$ cat config.mk
export PLATFORM = sky130hd
export DESIGN_NAME = feeder_index_motor_controller
export DESIGN_NICKNAME = d
export VERILOG_FILES = /design/src/rtl/fimc_pkg.sv /design/src/rtl/fimc_step.sv /design/src/rtl/feeder_index_motor_controller.sv
export SDC_FILE = /design/constraint.sdc
export NUM_CORES = 1
export LEC_CHECK = 0
export BUFFER_PORTS_ARGS = -buffer_cell sky130_fd_sc_hd__buf_2
export CAP_MARGIN = 20
export CORE_AREA = 5 5 153 155
export CTS_BUF_LIST = sky130_fd_sc_hd__clkbuf_8
export CTS_CLUSTER_SIZE = 30
export DETAILED_ROUTE_END_ITERATION = 6
export DIE_AREA = 0 0 158 160
export PLACE_DENSITY = 0.78
export SETUP_SLACK_MARGIN = 0.1
export SLEW_MARGIN = 20
export SYNTH_ARGS = -nofsm -noshare
export SYNTH_HDL_FRONTEND = slang
export SYNTH_HIERARCHICAL = 1
export SYNTH_SLANG_ARGS = --single-unit
export TNS_END_PERCENT = 30
$ cat constraint.sdc
create_clock -name clk -period 12.19 [get_ports clk]
set_input_delay 1.8285 -clock clk [delete_from_list [all_inputs] [get_ports clk]]
set_output_delay 1.8285 -clock clk [all_outputs]
set_load 0.03 [all_outputs]
$ cat src/rtl/fimc_pkg.sv
// shared types, codes and helpers of the feeder index motor controller
package fimc_pkg;

  localparam int unsigned PWM_W    = 12;
  localparam int unsigned LEVEL_W  = 12;
  localparam int unsigned TIMER_W  = 16;
  localparam int unsigned BRAKE_W  = 8;
  localparam int unsigned DRIVE_W  = 13;
  localparam int unsigned CFG_IDX_W = 3;
  localparam int unsigned CFG_DATA_W = 16;
  localparam int unsigned IN_DATA_W = 24;
  localparam int unsigned OUT_DATA_W = 32;

  localparam logic [PWM_W-1:0]   PWM_FULL   = 12'd2048;
  localparam logic [TIMER_W-1:0] INIT_TIMER = 16'd200;

  // button event codes
  localparam logic [1:0] BTN_NONE  = 2'd0;
  localparam logic [1:0] BTN_SHORT = 2'd1;
  localparam logic [1:0] BTN_LONG  = 2'd2;
  localparam logic [1:0] BTN_HOLD  = 2'd3;

  // configuration register indexes
  localparam logic [CFG_IDX_W-1:0] CFG_ENTER_LEVEL = 3'd0;
  localparam logic [CFG_IDX_W-1:0] CFG_LEAVE_LEVEL = 3'd1;
  localparam logic [CFG_IDX_W-1:0] CFG_LEAVE_TMO   = 3'd2;
  localparam logic [CFG_IDX_W-1:0] CFG_REACH_TMO   = 3'd3;
  localparam logic [CFG_IDX_W-1:0] CFG_BRAKE_TICKS = 3'd4;
  localparam logic [CFG_IDX_W-1:0] CFG_STEP_DRIVE  = 3'd5;
  localparam logic [CFG_IDX_W-1:0] CFG_JOG_DRIVE   = 3'd6;

  // reported mode codes
  localparam logic [2:0] FMC_INIT       = 3'd0;
  localparam logic [2:0] FMC_IDLE       = 3'd1;
  localparam logic [2:0] FMC_FWD_LEAVE  = 3'd2;
  localparam logic [2:0] FMC_BACK_LEAVE = 3'd3;
  localparam logic [2:0] FMC_FWD_REACH  = 3'd4;
  localparam logic [2:0] FMC_BACK_REACH = 3'd5;
  localparam logic [2:0] FMC_JOG_FWD    = 3'd6;
  localparam logic [2:0] FMC_JOG_BACK   = 3'd7;

  localparam logic [2:0] MMC_INIT  = 3'd0;
  localparam logic [2:0] MMC_IDLE  = 3'd1;
  localparam logic [2:0] MMC_FWD   = 3'd2;
  localparam logic [2:0] MMC_BACK  = 3'd3;
  localparam logic [2:0] MMC_BRAKE = 3'd4;

  typedef enum logic [7:0] {
    FM_INIT       = 8'b0000_0001,
    FM_IDLE       = 8'b0000_0010,
    FM_FWD_LEAVE  = 8'b0000_0100,
    FM_BACK_LEAVE = 8'b0000_1000,
    FM_FWD_REACH  = 8'b0001_0000,
    FM_BACK_REACH = 8'b0010_0000,
    FM_JOG_FWD    = 8'b0100_0000,
    FM_JOG_BACK   = 8'b1000_0000
  } fm_t;

  typedef enum logic [4:0] {
    MM_INIT  = 5'b00001,
    MM_IDLE  = 5'b00010,
    MM_FWD   = 5'b00100,
    MM_BACK  = 5'b01000,
    MM_BRAKE = 5'b10000
  } mm_t;

  typedef struct packed {
    logic [LEVEL_W-1:0] enter_level;
    logic [LEVEL_W-1:0] leave_level;
    logic [TIMER_W-1:0] leave_tmo;
    logic [TIMER_W-1:0] reach_tmo;
    logic [BRAKE_W-1:0] brake_ticks;
    logic [PWM_W-1:0]   step_drive;
    logic [PWM_W-1:0]   jog_drive;
  } cfg_t;

  typedef struct packed {
    logic               feed_active;
    logic [1:0]         fwd_button_event;
    logic [1:0]         back_button_event;
    logic [LEVEL_W-1:0] opto_sample;
  } item_t;

  typedef struct packed {
    fm_t                       mode;
    logic [TIMER_W-1:0]        step_timer;
    logic                      fwd_pending;
    logic                      back_pending;
    logic                      fwd_jog;
    logic                      back_jog;
    logic                      prev_feed;
    logic                      indexed;
    logic signed [DRIVE_W-1:0] drive_request;
    mm_t                       motor_phase;
    logic [BRAKE_W-1:0]        brake_count;
    logic [PWM_W-1:0]          pole_a;
    logic [PWM_W-1:0]          pole_b;
  } state_t;

  typedef struct packed {
    logic [PWM_W-1:0] pole_a_pwm;
    logic [PWM_W-1:0] pole_b_pwm;
    logic [2:0]       feeder_mode;
    logic [2:0]       motor_mode;
    logic             index_seen;
  } result_t;

  function automatic logic [2:0] fm_code(input fm_t m);
    logic [2:0] c;
    case (m)
      FM_INIT:       c = FMC_INIT;
      FM_IDLE:       c = FMC_IDLE;
      FM_FWD_LEAVE:  c = FMC_FWD_LEAVE;
      FM_BACK_LEAVE: c = FMC_BACK_LEAVE;
      FM_FWD_REACH:  c = FMC_FWD_REACH;
      FM_BACK_REACH: c = FMC_BACK_REACH;
      FM_JOG_FWD:    c = FMC_JOG_FWD;
      FM_JOG_BACK:   c = FMC_JOG_BACK;
      default:       c = FMC_INIT;
    endcase
    return c;
  endfunction

  function automatic logic [2:0] mm_code(input mm_t m);
    logic [2:0] c;
    case (m)
      MM_INIT:  c = MMC_INIT;
      MM_IDLE:  c = MMC_IDLE;
      MM_FWD:   c = MMC_FWD;
      MM_BACK:  c = MMC_BACK;
      MM_BRAKE: c = MMC_BRAKE;
      default:  c = MMC_INIT;
    endcase
    return c;
  endfunction

endpackage

$ cat src/rtl/fimc_step.sv
// one tick of the controller: request latches, index hysteresis, feeder and motor machines
module fimc_step import fimc_pkg::*; (
  input  state_t  state,
  input  cfg_t    cfg,
  input  item_t   item,
  output state_t  state_nxt,
  output result_t result
);

  logic [PWM_W-1:0]          step_mag;
  logic [PWM_W-1:0]          jog_mag;
  logic signed [DRIVE_W-1:0] step_pos;
  logic signed [DRIVE_W-1:0] jog_pos;
  logic                      fp;
  logic                      bp;
  logic                      fj;
  logic                      bj;
  logic                      idx;
  logic                      fp_kept;
  logic                      bp_kept;
  fm_t                       mode;
  logic [TIMER_W-1:0]        timer;
  logic signed [DRIVE_W-1:0] drive;
  logic [DRIVE_W-1:0]        drive_abs;
  mm_t                       mphase;
  logic [BRAKE_W-1:0]        bcount;
  logic [PWM_W-1:0]          pa;
  logic [PWM_W-1:0]          pb;

  assign step_mag = (cfg.step_drive > PWM_FULL) ? PWM_FULL : cfg.step_drive;
  assign jog_mag  = (cfg.jog_drive > PWM_FULL) ? PWM_FULL : cfg.jog_drive;
  assign step_pos = $signed({1'b0, step_mag});
  assign jog_pos  = $signed({1'b0, jog_mag});

  // request latches and hysteresis
  always_comb begin
    fp = state.fwd_pending | (item.feed_active & ~state.prev_feed);
    bp = state.back_pending;
    fj = state.fwd_jog;
    bj = state.back_jog;
    case (item.fwd_button_event)
      BTN_SHORT: fp = 1'b1;
      BTN_HOLD:  fj = 1'b1;
      BTN_NONE:  fj = 1'b0;
      default:   fj = state.fwd_jog;
    endcase
    case (item.back_button_event)
      BTN_SHORT: bp = 1'b1;
      BTN_HOLD:  bj = 1'b1;
      BTN_NONE:  bj = 1'b0;
      default:   bj = state.back_jog;
    endcase
    idx = state.indexed ? (item.opto_sample > cfg.leave_level)
                        : (item.opto_sample > cfg.enter_level);
  end

  // feeder machine
  always_comb begin
    mode    = state.mode;
    timer   = state.step_timer;
    drive   = state.drive_request;
    fp_kept = fp;
    bp_kept = bp;
    case (state.mode)
      FM_INIT: begin
        mode  = FM_IDLE;
        timer = INIT_TIMER;
      end
      FM_IDLE: begin
        drive = '0;
        if (fp) begin
          mode  = FM_FWD_LEAVE;
          timer = cfg.leave_tmo;
        end
        if (bp) begin
          mode  = FM_BACK_LEAVE;
          timer = cfg.leave_tmo;
        end
        if (fj) mode = FM_JOG_FWD;
        if (bj) mode = FM_JOG_BACK;
        fp_kept = 1'b0;
        bp_kept = 1'b0;
      end
      FM_FWD_LEAVE, FM_BACK_LEAVE: begin
        drive = (state.mode == FM_FWD_LEAVE) ? step_pos : -step_pos;
        if (!idx) begin
          mode  = (state.mode == FM_FWD_LEAVE) ? FM_FWD_REACH : FM_BACK_REACH;
          timer = cfg.reach_tmo;
        end
        if (timer != '0) timer = timer - TIMER_W'(1);
        else mode = FM_IDLE;
      end
      FM_FWD_REACH, FM_BACK_REACH: begin
        drive = (state.mode == FM_FWD_REACH) ? step_pos : -step_pos;
        if (idx) mode = FM_IDLE;
        if (timer != '0) timer = timer - TIMER_W'(1);
        else mode = FM_IDLE;
      end
      FM_JOG_FWD: begin
        drive = jog_pos;
        if (!fj) begin
          mode  = FM_FWD_REACH;
          timer = cfg.reach_tmo;
        end
      end
      FM_JOG_BACK: begin
        drive = -jog_pos;
        if (!bj) begin
          mode  = FM_BACK_REACH;
          timer = cfg.reach_tmo;
        end
      end
      default: mode = FM_INIT;
    endcase
  end

  assign drive_abs = drive[DRIVE_W-1] ? -drive : drive;

  // motor machine, braking swaps the poles
  always_comb begin
    mphase = state.motor_phase;
    bcount = state.brake_count;
    pa     = state.pole_a;
    pb     = state.pole_b;
    case (state.motor_phase)
      MM_INIT: begin
        pa     = '0;
        pb     = '0;
        mphase = MM_IDLE;
      end
      MM_IDLE: begin
        pa = '0;
        pb = '0;
        if (drive > 0) mphase = MM_FWD;
        if (drive < 0) mphase = MM_BACK;
      end
      MM_FWD, MM_BACK: begin
        if (drive == 0) begin
          mphase = MM_BRAKE;
          bcount = cfg.brake_ticks;
          pa     = state.pole_b;
          pb     = state.pole_a;
        end else if (state.motor_phase == MM_FWD) begin
          pa = '0;
          pb = drive_abs[PWM_W-1:0];
        end else begin
          pa = drive_abs[PWM_W-1:0];
          pb = '0;
        end
      end
      MM_BRAKE: begin
        if (bcount != '0) bcount = bcount - BRAKE_W'(1);
        else mphase = MM_IDLE;
        if (drive != 0) mphase = MM_IDLE;
      end
      default: mphase = MM_INIT;
    endcase
  end

  always_comb begin
    state_nxt.mode          = mode;
    state_nxt.step_timer    = timer;
    state_nxt.fwd_pending   = fp_kept;
    state_nxt.back_pending  = bp_kept;
    state_nxt.fwd_jog       = fj;
    state_nxt.back_jog      = bj;
    state_nxt.prev_feed     = item.feed_active;
    state_nxt.indexed       = idx;
    state_nxt.drive_request = drive;
    state_nxt.motor_phase   = mphase;
    state_nxt.brake_count   = bcount;
    state_nxt.pole_a        = pa;
    state_nxt.pole_b        = pb;
    result.pole_a_pwm       = pa;
    result.pole_b_pwm       = pb;
    result.feeder_mode      = fm_code(mode);
    result.motor_mode       = mm_code(mphase);
    result.index_seen       = idx;
  end

endmodule

$ cat src/rtl/feeder_index_motor_controller.sv
// top level of the feeder index motor controller: channels, config registers, state
//
// one input transfer per system tick carries the feed level, the two button
// events and the optical sample; each one gives exactly one result transfer
// with the two pole duties, the feeder and motor modes and the index flag.
// an accepted item is held in the input register, then the tick logic
// (latches, hysteresis, feeder machine, motor machine) runs in a single pass
// into the state and the output register, which drives out_tvalid and
// out_tdata; one item is taken every cycle while the receiver keeps out_tready high.
// when the receiver stalls, the result holds in the output register and the
// input register still takes one more item; after that in_tready drops until
// the result is taken.
// synchronous reset (rst_n low) empties both registers, puts both machines
// in their init state and loads the config registers with their defaults.
// config writes (cfg_we, cfg_index, cfg_wdata) take effect at the next edge
// and are meant for times when no item is in flight; indexes past the last
// register are ignored.
module feeder_index_motor_controller import fimc_pkg::*; (
  input  logic                  clk,
  input  logic                  rst_n,
  // in_tdata from bit 0: feed_active[0], fwd_button_event[2:1],
  // back_button_event[4:3], opto_sample[16:5], zero fill
  input  logic                  in_tvalid,
  output logic                  in_tready,
  input  logic [IN_DATA_W-1:0]  in_tdata,
  // out_tdata from bit 0: pole_a_pwm[11:0], pole_b_pwm[23:12],
  // feeder_mode[26:24], motor_mode[29:27], index_seen[30], zero fill
  output logic                  out_tvalid,
  input  logic                  out_tready,
  output logic [OUT_DATA_W-1:0] out_tdata,
  input  logic                  cfg_we,
  input  logic [CFG_IDX_W-1:0]  cfg_index,
  input  logic [CFG_DATA_W-1:0] cfg_wdata
);

  localparam cfg_t CFG_RESET = '{
    enter_level: 12'd3200,
    leave_level: 12'd2800,
    leave_tmo:   16'd500,
    reach_tmo:   16'd1500,
    brake_ticks: 8'd8,
    step_drive:  12'd2048,
    jog_drive:   12'd2048
  };

  localparam state_t STATE_RESET = '{
    mode:          FM_INIT,
    step_timer:    '0,
    fwd_pending:   1'b0,
    back_pending:  1'b0,
    fwd_jog:       1'b0,
    back_jog:      1'b0,
    prev_feed:     1'b0,
    indexed:       1'b0,
    drive_request: '0,
    motor_phase:   MM_INIT,
    brake_count:   '0,
    pole_a:        '0,
    pole_b:        '0
  };

  cfg_t    cfg_r;
  state_t  state_r;
  state_t  state_nxt;
  item_t   item_r;
  logic    in_valid_r;
  result_t res_nxt;
  result_t res_r;
  logic    out_valid_r;
  logic    advance;
  logic    in_xfer;

  // the tick runs when an item waits and the output register is free or draining
  assign advance   = in_valid_r & (~out_valid_r | out_tready);
  assign in_tready = ~in_valid_r | advance;
  assign in_xfer   = in_tvalid & in_tready;

  // config registers
  always_ff @(posedge clk) begin
    if (!rst_n) begin
      cfg_r <= CFG_RESET;
    end else if (cfg_we) begin
      case (cfg_index)
        CFG_ENTER_LEVEL: cfg_r.enter_level <= cfg_wdata[LEVEL_W-1:0];
        CFG_LEAVE_LEVEL: cfg_r.leave_level <= cfg_wdata[LEVEL_W-1:0];
        CFG_LEAVE_TMO:   cfg_r.leave_tmo   <= cfg_wdata[TIMER_W-1:0];
        CFG_REACH_TMO:   cfg_r.reach_tmo   <= cfg_wdata[TIMER_W-1:0];
        CFG_BRAKE_TICKS: cfg_r.brake_ticks <= cfg_wdata[BRAKE_W-1:0];
        CFG_STEP_DRIVE:  cfg_r.step_drive  <= cfg_wdata[PWM_W-1:0];
        CFG_JOG_DRIVE:   cfg_r.jog_drive   <= cfg_wdata[PWM_W-1:0];
        default: ;
      endcase
    end
  end

  // input register
  always_ff @(posedge clk) begin
    if (!rst_n) begin
      in_valid_r <= 1'b0;
    end else if (in_xfer) begin
      in_valid_r <= 1'b1;
    end else if (advance) begin
      in_valid_r <= 1'b0;
    end
  end

  always_ff @(posedge clk) begin
    if (in_xfer) begin
      item_r.feed_active       <= in_tdata[0];
      item_r.fwd_button_event  <= in_tdata[2:1];
      item_r.back_button_event <= in_tdata[4:3];
      item_r.opto_sample       <= in_tdata[16:5];
    end
  end

  fimc_step u_step (
    .state     (state_r),
    .cfg       (cfg_r),
    .item      (item_r),
    .state_nxt (state_nxt),
    .result    (res_nxt)
  );

  // controller state moves only when a tick runs
  always_ff @(posedge clk) begin
    if (!rst_n) begin
      state_r <= STATE_RESET;
    end else if (advance) begin
      state_r <= state_nxt;
    end
  end

  // output register
  always_ff @(posedge clk) begin
    if (!rst_n) begin
      out_valid_r <= 1'b0;
    end else if (advance) begin
      out_valid_r <= 1'b1;
    end else if (out_tready) begin
      out_valid_r <= 1'b0;
    end
  end

  always_ff @(posedge clk) begin
    if (advance) begin
      res_r <= res_nxt;
    end
  end

  assign out_tvalid = out_valid_r;
  assign out_tdata  = {1'b0, res_r.index_seen, res_r.motor_mode, res_r.feeder_mode,
                       res_r.pole_b_pwm, res_r.pole_a_pwm};

  // the poles are never driven against each other
  a_poles_exclusive: assert property (@(posedge clk) disable iff (!rst_n)
    out_valid_r |-> (res_r.pole_a_pwm == '0 || res_r.pole_b_pwm == '0))
    else $error("both pole duties nonzero");

  // duty never exceeds full scale
  a_duty_range: assert property (@(posedge clk) disable iff (!rst_n)
    out_valid_r |-> (res_r.pole_a_pwm <= PWM_FULL && res_r.pole_b_pwm <= PWM_FULL))
    else $error("pole duty above full scale");

  // a tick that runs always leaves a result behind
  a_tick_gives_result: assert property (@(posedge clk) disable iff (!rst_n)
    advance |=> out_valid_r)
    else $error("tick ran without a result");

endmodule
==> results.cfg <==
[layout]
layout.nets = 1604
layout_commonest_cell = nand2_1
drive_gt1_share_pct = 11.2
final_core_util_pct = 63.4
final_cell_mix = nand2_1, dfxtp_1, mux2i_1
diodes = 0
area_growth_pct = 6.66

[global_routing]
grt_first_pass_wirelength_um = 52200
antenna_found_initial = 0
grt_usage_pct = 24.8
overflow = 0
grt_pass1_vias = 10300
grt_max_degree = 157

[power]
pwr_density_cell_nw_per_um2 = 117
peakVddDrop_uv = 93.3
p_total_mw = 1.60
power_leakage_nw = 5.42

[clock_tree]
cts.sinks = 218
ctsHoldBuffers = 0
cts_buffers = 38
clkSlewWorstSetupHoldPaths_ns = 0.06
htree_levels = 2
cts_resized = 0
clkLatencyLatePin_ns = 0.56
clock_path_buffers = 3
cts_root_buffer = clkbuf_8
post_cts_buffers = 0
cts_tree = yes

[placement]
io_buffers = 73
gp_congestion = 0.955
dpl.hpwl_um = 22500

[synth]
synth_nets = 1603
ys_seq_elements = 218
synthCells = 1520
ys_types = 92
synth_ff_type = dfxtp_1
syn-cell-area_um2 = 12900
synth_edf_count = 48
synth_seq_area_share_pct = 37.6
yosysWarnings = 6
synthArstFlopShare_pct = 0
syn_avg_cell_area_um2 = 8.48

[die]
die_y_um = 160
fp.dieArea_um2 = 25300
design.core.area_um2 = 21700
ioPinCount = 82
start_util_pct = 59.4
dieWidth_um = 158
row_count = 54

[drt]
final_antenna_net_count = 0
via_per_inst = 6.12
route.vias.total = 11200
wl_per_cell_um = 17.7
drtIter0Drc = 1135
first_pass_iters = 6
drc_errors = 0
wirelength_um = 32400

[hold_path]
hp-class = reg2reg
min_from = state_r[53]$_SDFFE_PN0P_

[setup_path]
crit_start = item_r[1]$_DFFE_PP_
reg2reg_from = item_r[1]$_DFFE_PP_
critPathLaunchType = flop
required_ns = 12.61
reg2reg_slack_ns = 6.42
arrival_ns = 6.19
path_max_fanout = 28
end_kind = flop
critical_path_class = reg2reg

[timing]
slew_viol_final = 0
finalSetupViolations = 0
maxSlewHeadroom_pct = 22.7
tns_ns = 0
worstMarginPinSlew_ns = 1.15
layout_min_cycle_time_ns = 5.77
rsz0062_at_grt = false
finalHoldViolCount = 0
fin_skew_ns = 0.0316
holdWs_ns = 0.461
timing.final.crit_share_pct = 47.3
fmax_ghz = 0.173

[flow_run]
cap_violations = 0

[outcome]
status = finished, final reports clean
## area by class of cell
type                            instances  area, um^2
Multi-Input combinational cell       1122        7160
Clock inverter                         25         120
Clock buffer                           43         592
Inverter                               58         218
Fill cell                            1877        7940
Tap cell                              280         350
Timing Repair Buffer                   83         458
Sequential cell                       218        4840
## cells in the mapped netlist (4+ instances only)
master      n  area [um^2]
nand2_1   259          972
dfxtp_1   170         3400
mux2i_1   123         1230
o21ai_0   103          515
nand3_1    85          425
nor2_1     59          221
inv_1      57          214
a21oi_1    50          250
edfxtp_1   48         1440
clkbuf_1   43          161
nor3_1     43          215
buf_4      37          278
ha_1       35          438
o21ai_1    32          160
a22oi_1    24          180
xnor2_1    24          210
buf_2      22          110
nor4_1     20          125
a21o_1     17          128
xor2_1     17          149
or3_1      16          100
buf_1      13         48.8
nand4_1    13         81.3
o211ai_1   13         97.6
a221o_1    11          110
a31oi_1     9         56.3
nor3b_1     9         67.6
o21a_1      9         67.6
and3_1      8         50.1
a221oi_1    7         61.3
and2_1      7         43.8
nand3b_1    7         52.6
nor2b_1     7         43.8
o31ai_1     7         52.6
buf_6       6         67.6
nand2b_1    6         37.5
or4_1       6         45.0
a211o_1     5         43.8
o221ai_1    5         43.8
nor4_2      4         50.1
o311ai_0    4         35.0
or4_4       4         45.0
## through the flow
stage          instances  worst slack [ns]  cell area [um^2]
2_1_floorplan       1520              7.45             12900
3_3_place_gp        1759              6.68             13000
3_5_place_dp        1760              6.54             13000
4_1_cts             1828              6.53             13700
5_1_grt             1829              6.09             13700
6_report            1829              6.42             13700
## cells by family after synthesis
family,Yosys count,synth area share [%]
buffers and inverters,180,6.89
and+or+nand+nor,582,22.4
other,1,0.0291
AOI/OAI and AO/OA,335,16.9
muxes,127,9.92
DFF,218,37.6
xor gates and xnor gates,42,2.91
adders and majority gates,35,3.40
## state kept, by name, summed over array words and instances (netlist names)
signal	cells
out_tdata	31
state_r	80
item_r	17
in_valid_r	1
out_tvalid	1
cfg_r	88
## path summary, 6_finish.rpt
check | end | cells past startpoint
hold / removal | state_r[53]$_SDFFE_PN0P_ | 2
setup reg to reg | state_r[63]$_SDFFE_PN0P_ | 21
hold reg to reg | state_r[53]$_SDFFE_PN0P_ | 2
setup / recovery | state_r[63]$_SDFFE_PN0P_ | 21
## worst max-delay path, cell delays in order (launching register included)
cell,delay (ns)
edfxtp_1,0.40
ha_1,0.31
nor2b_1,0.14
o21a_1,0.12
o21a_1,0.10
o21ai_0,0.06
a221oi_1,0.65
or2_2,0.69
mux2i_1,0.39
ha_1,0.45
inv_1,0.18
nor4_1,0.48
nand3_1,0.36
nand2_1,0.21
nor4_1,0.09
xor2_1,0.16
or2_2,0.29
a31oi_1,0.21
nor2_1,0.06
a2bb2oi_1,0.13
nand2_1,0.06
mux2i_1,0.08
## routing by layer
layer	GRT usage, %	part of all wire, %	up-vias
met5	0	0	-
met4	9.07	3.2	0
met3	3.60	6.7	89
met2	39.8	46	427
met1	34.0	44	5213
li1	-	-	5466
## power breakdown
| part | switching, mW | total [mW] | internal, mW | leakage [nW] |
|---|---|---|---|---|
| clock network | 0.306 | 0.631 | 0.326 | 0.403 |
| logic | 0.131 | 0.200 | 0.0689 | 3.18 |
| registers | 0.0170 | 0.773 | 0.756 | 1.84 |
| total | 0.453 | 1.60 | 1.15 | 5.42 |
(Power assumes the default switching activity.)
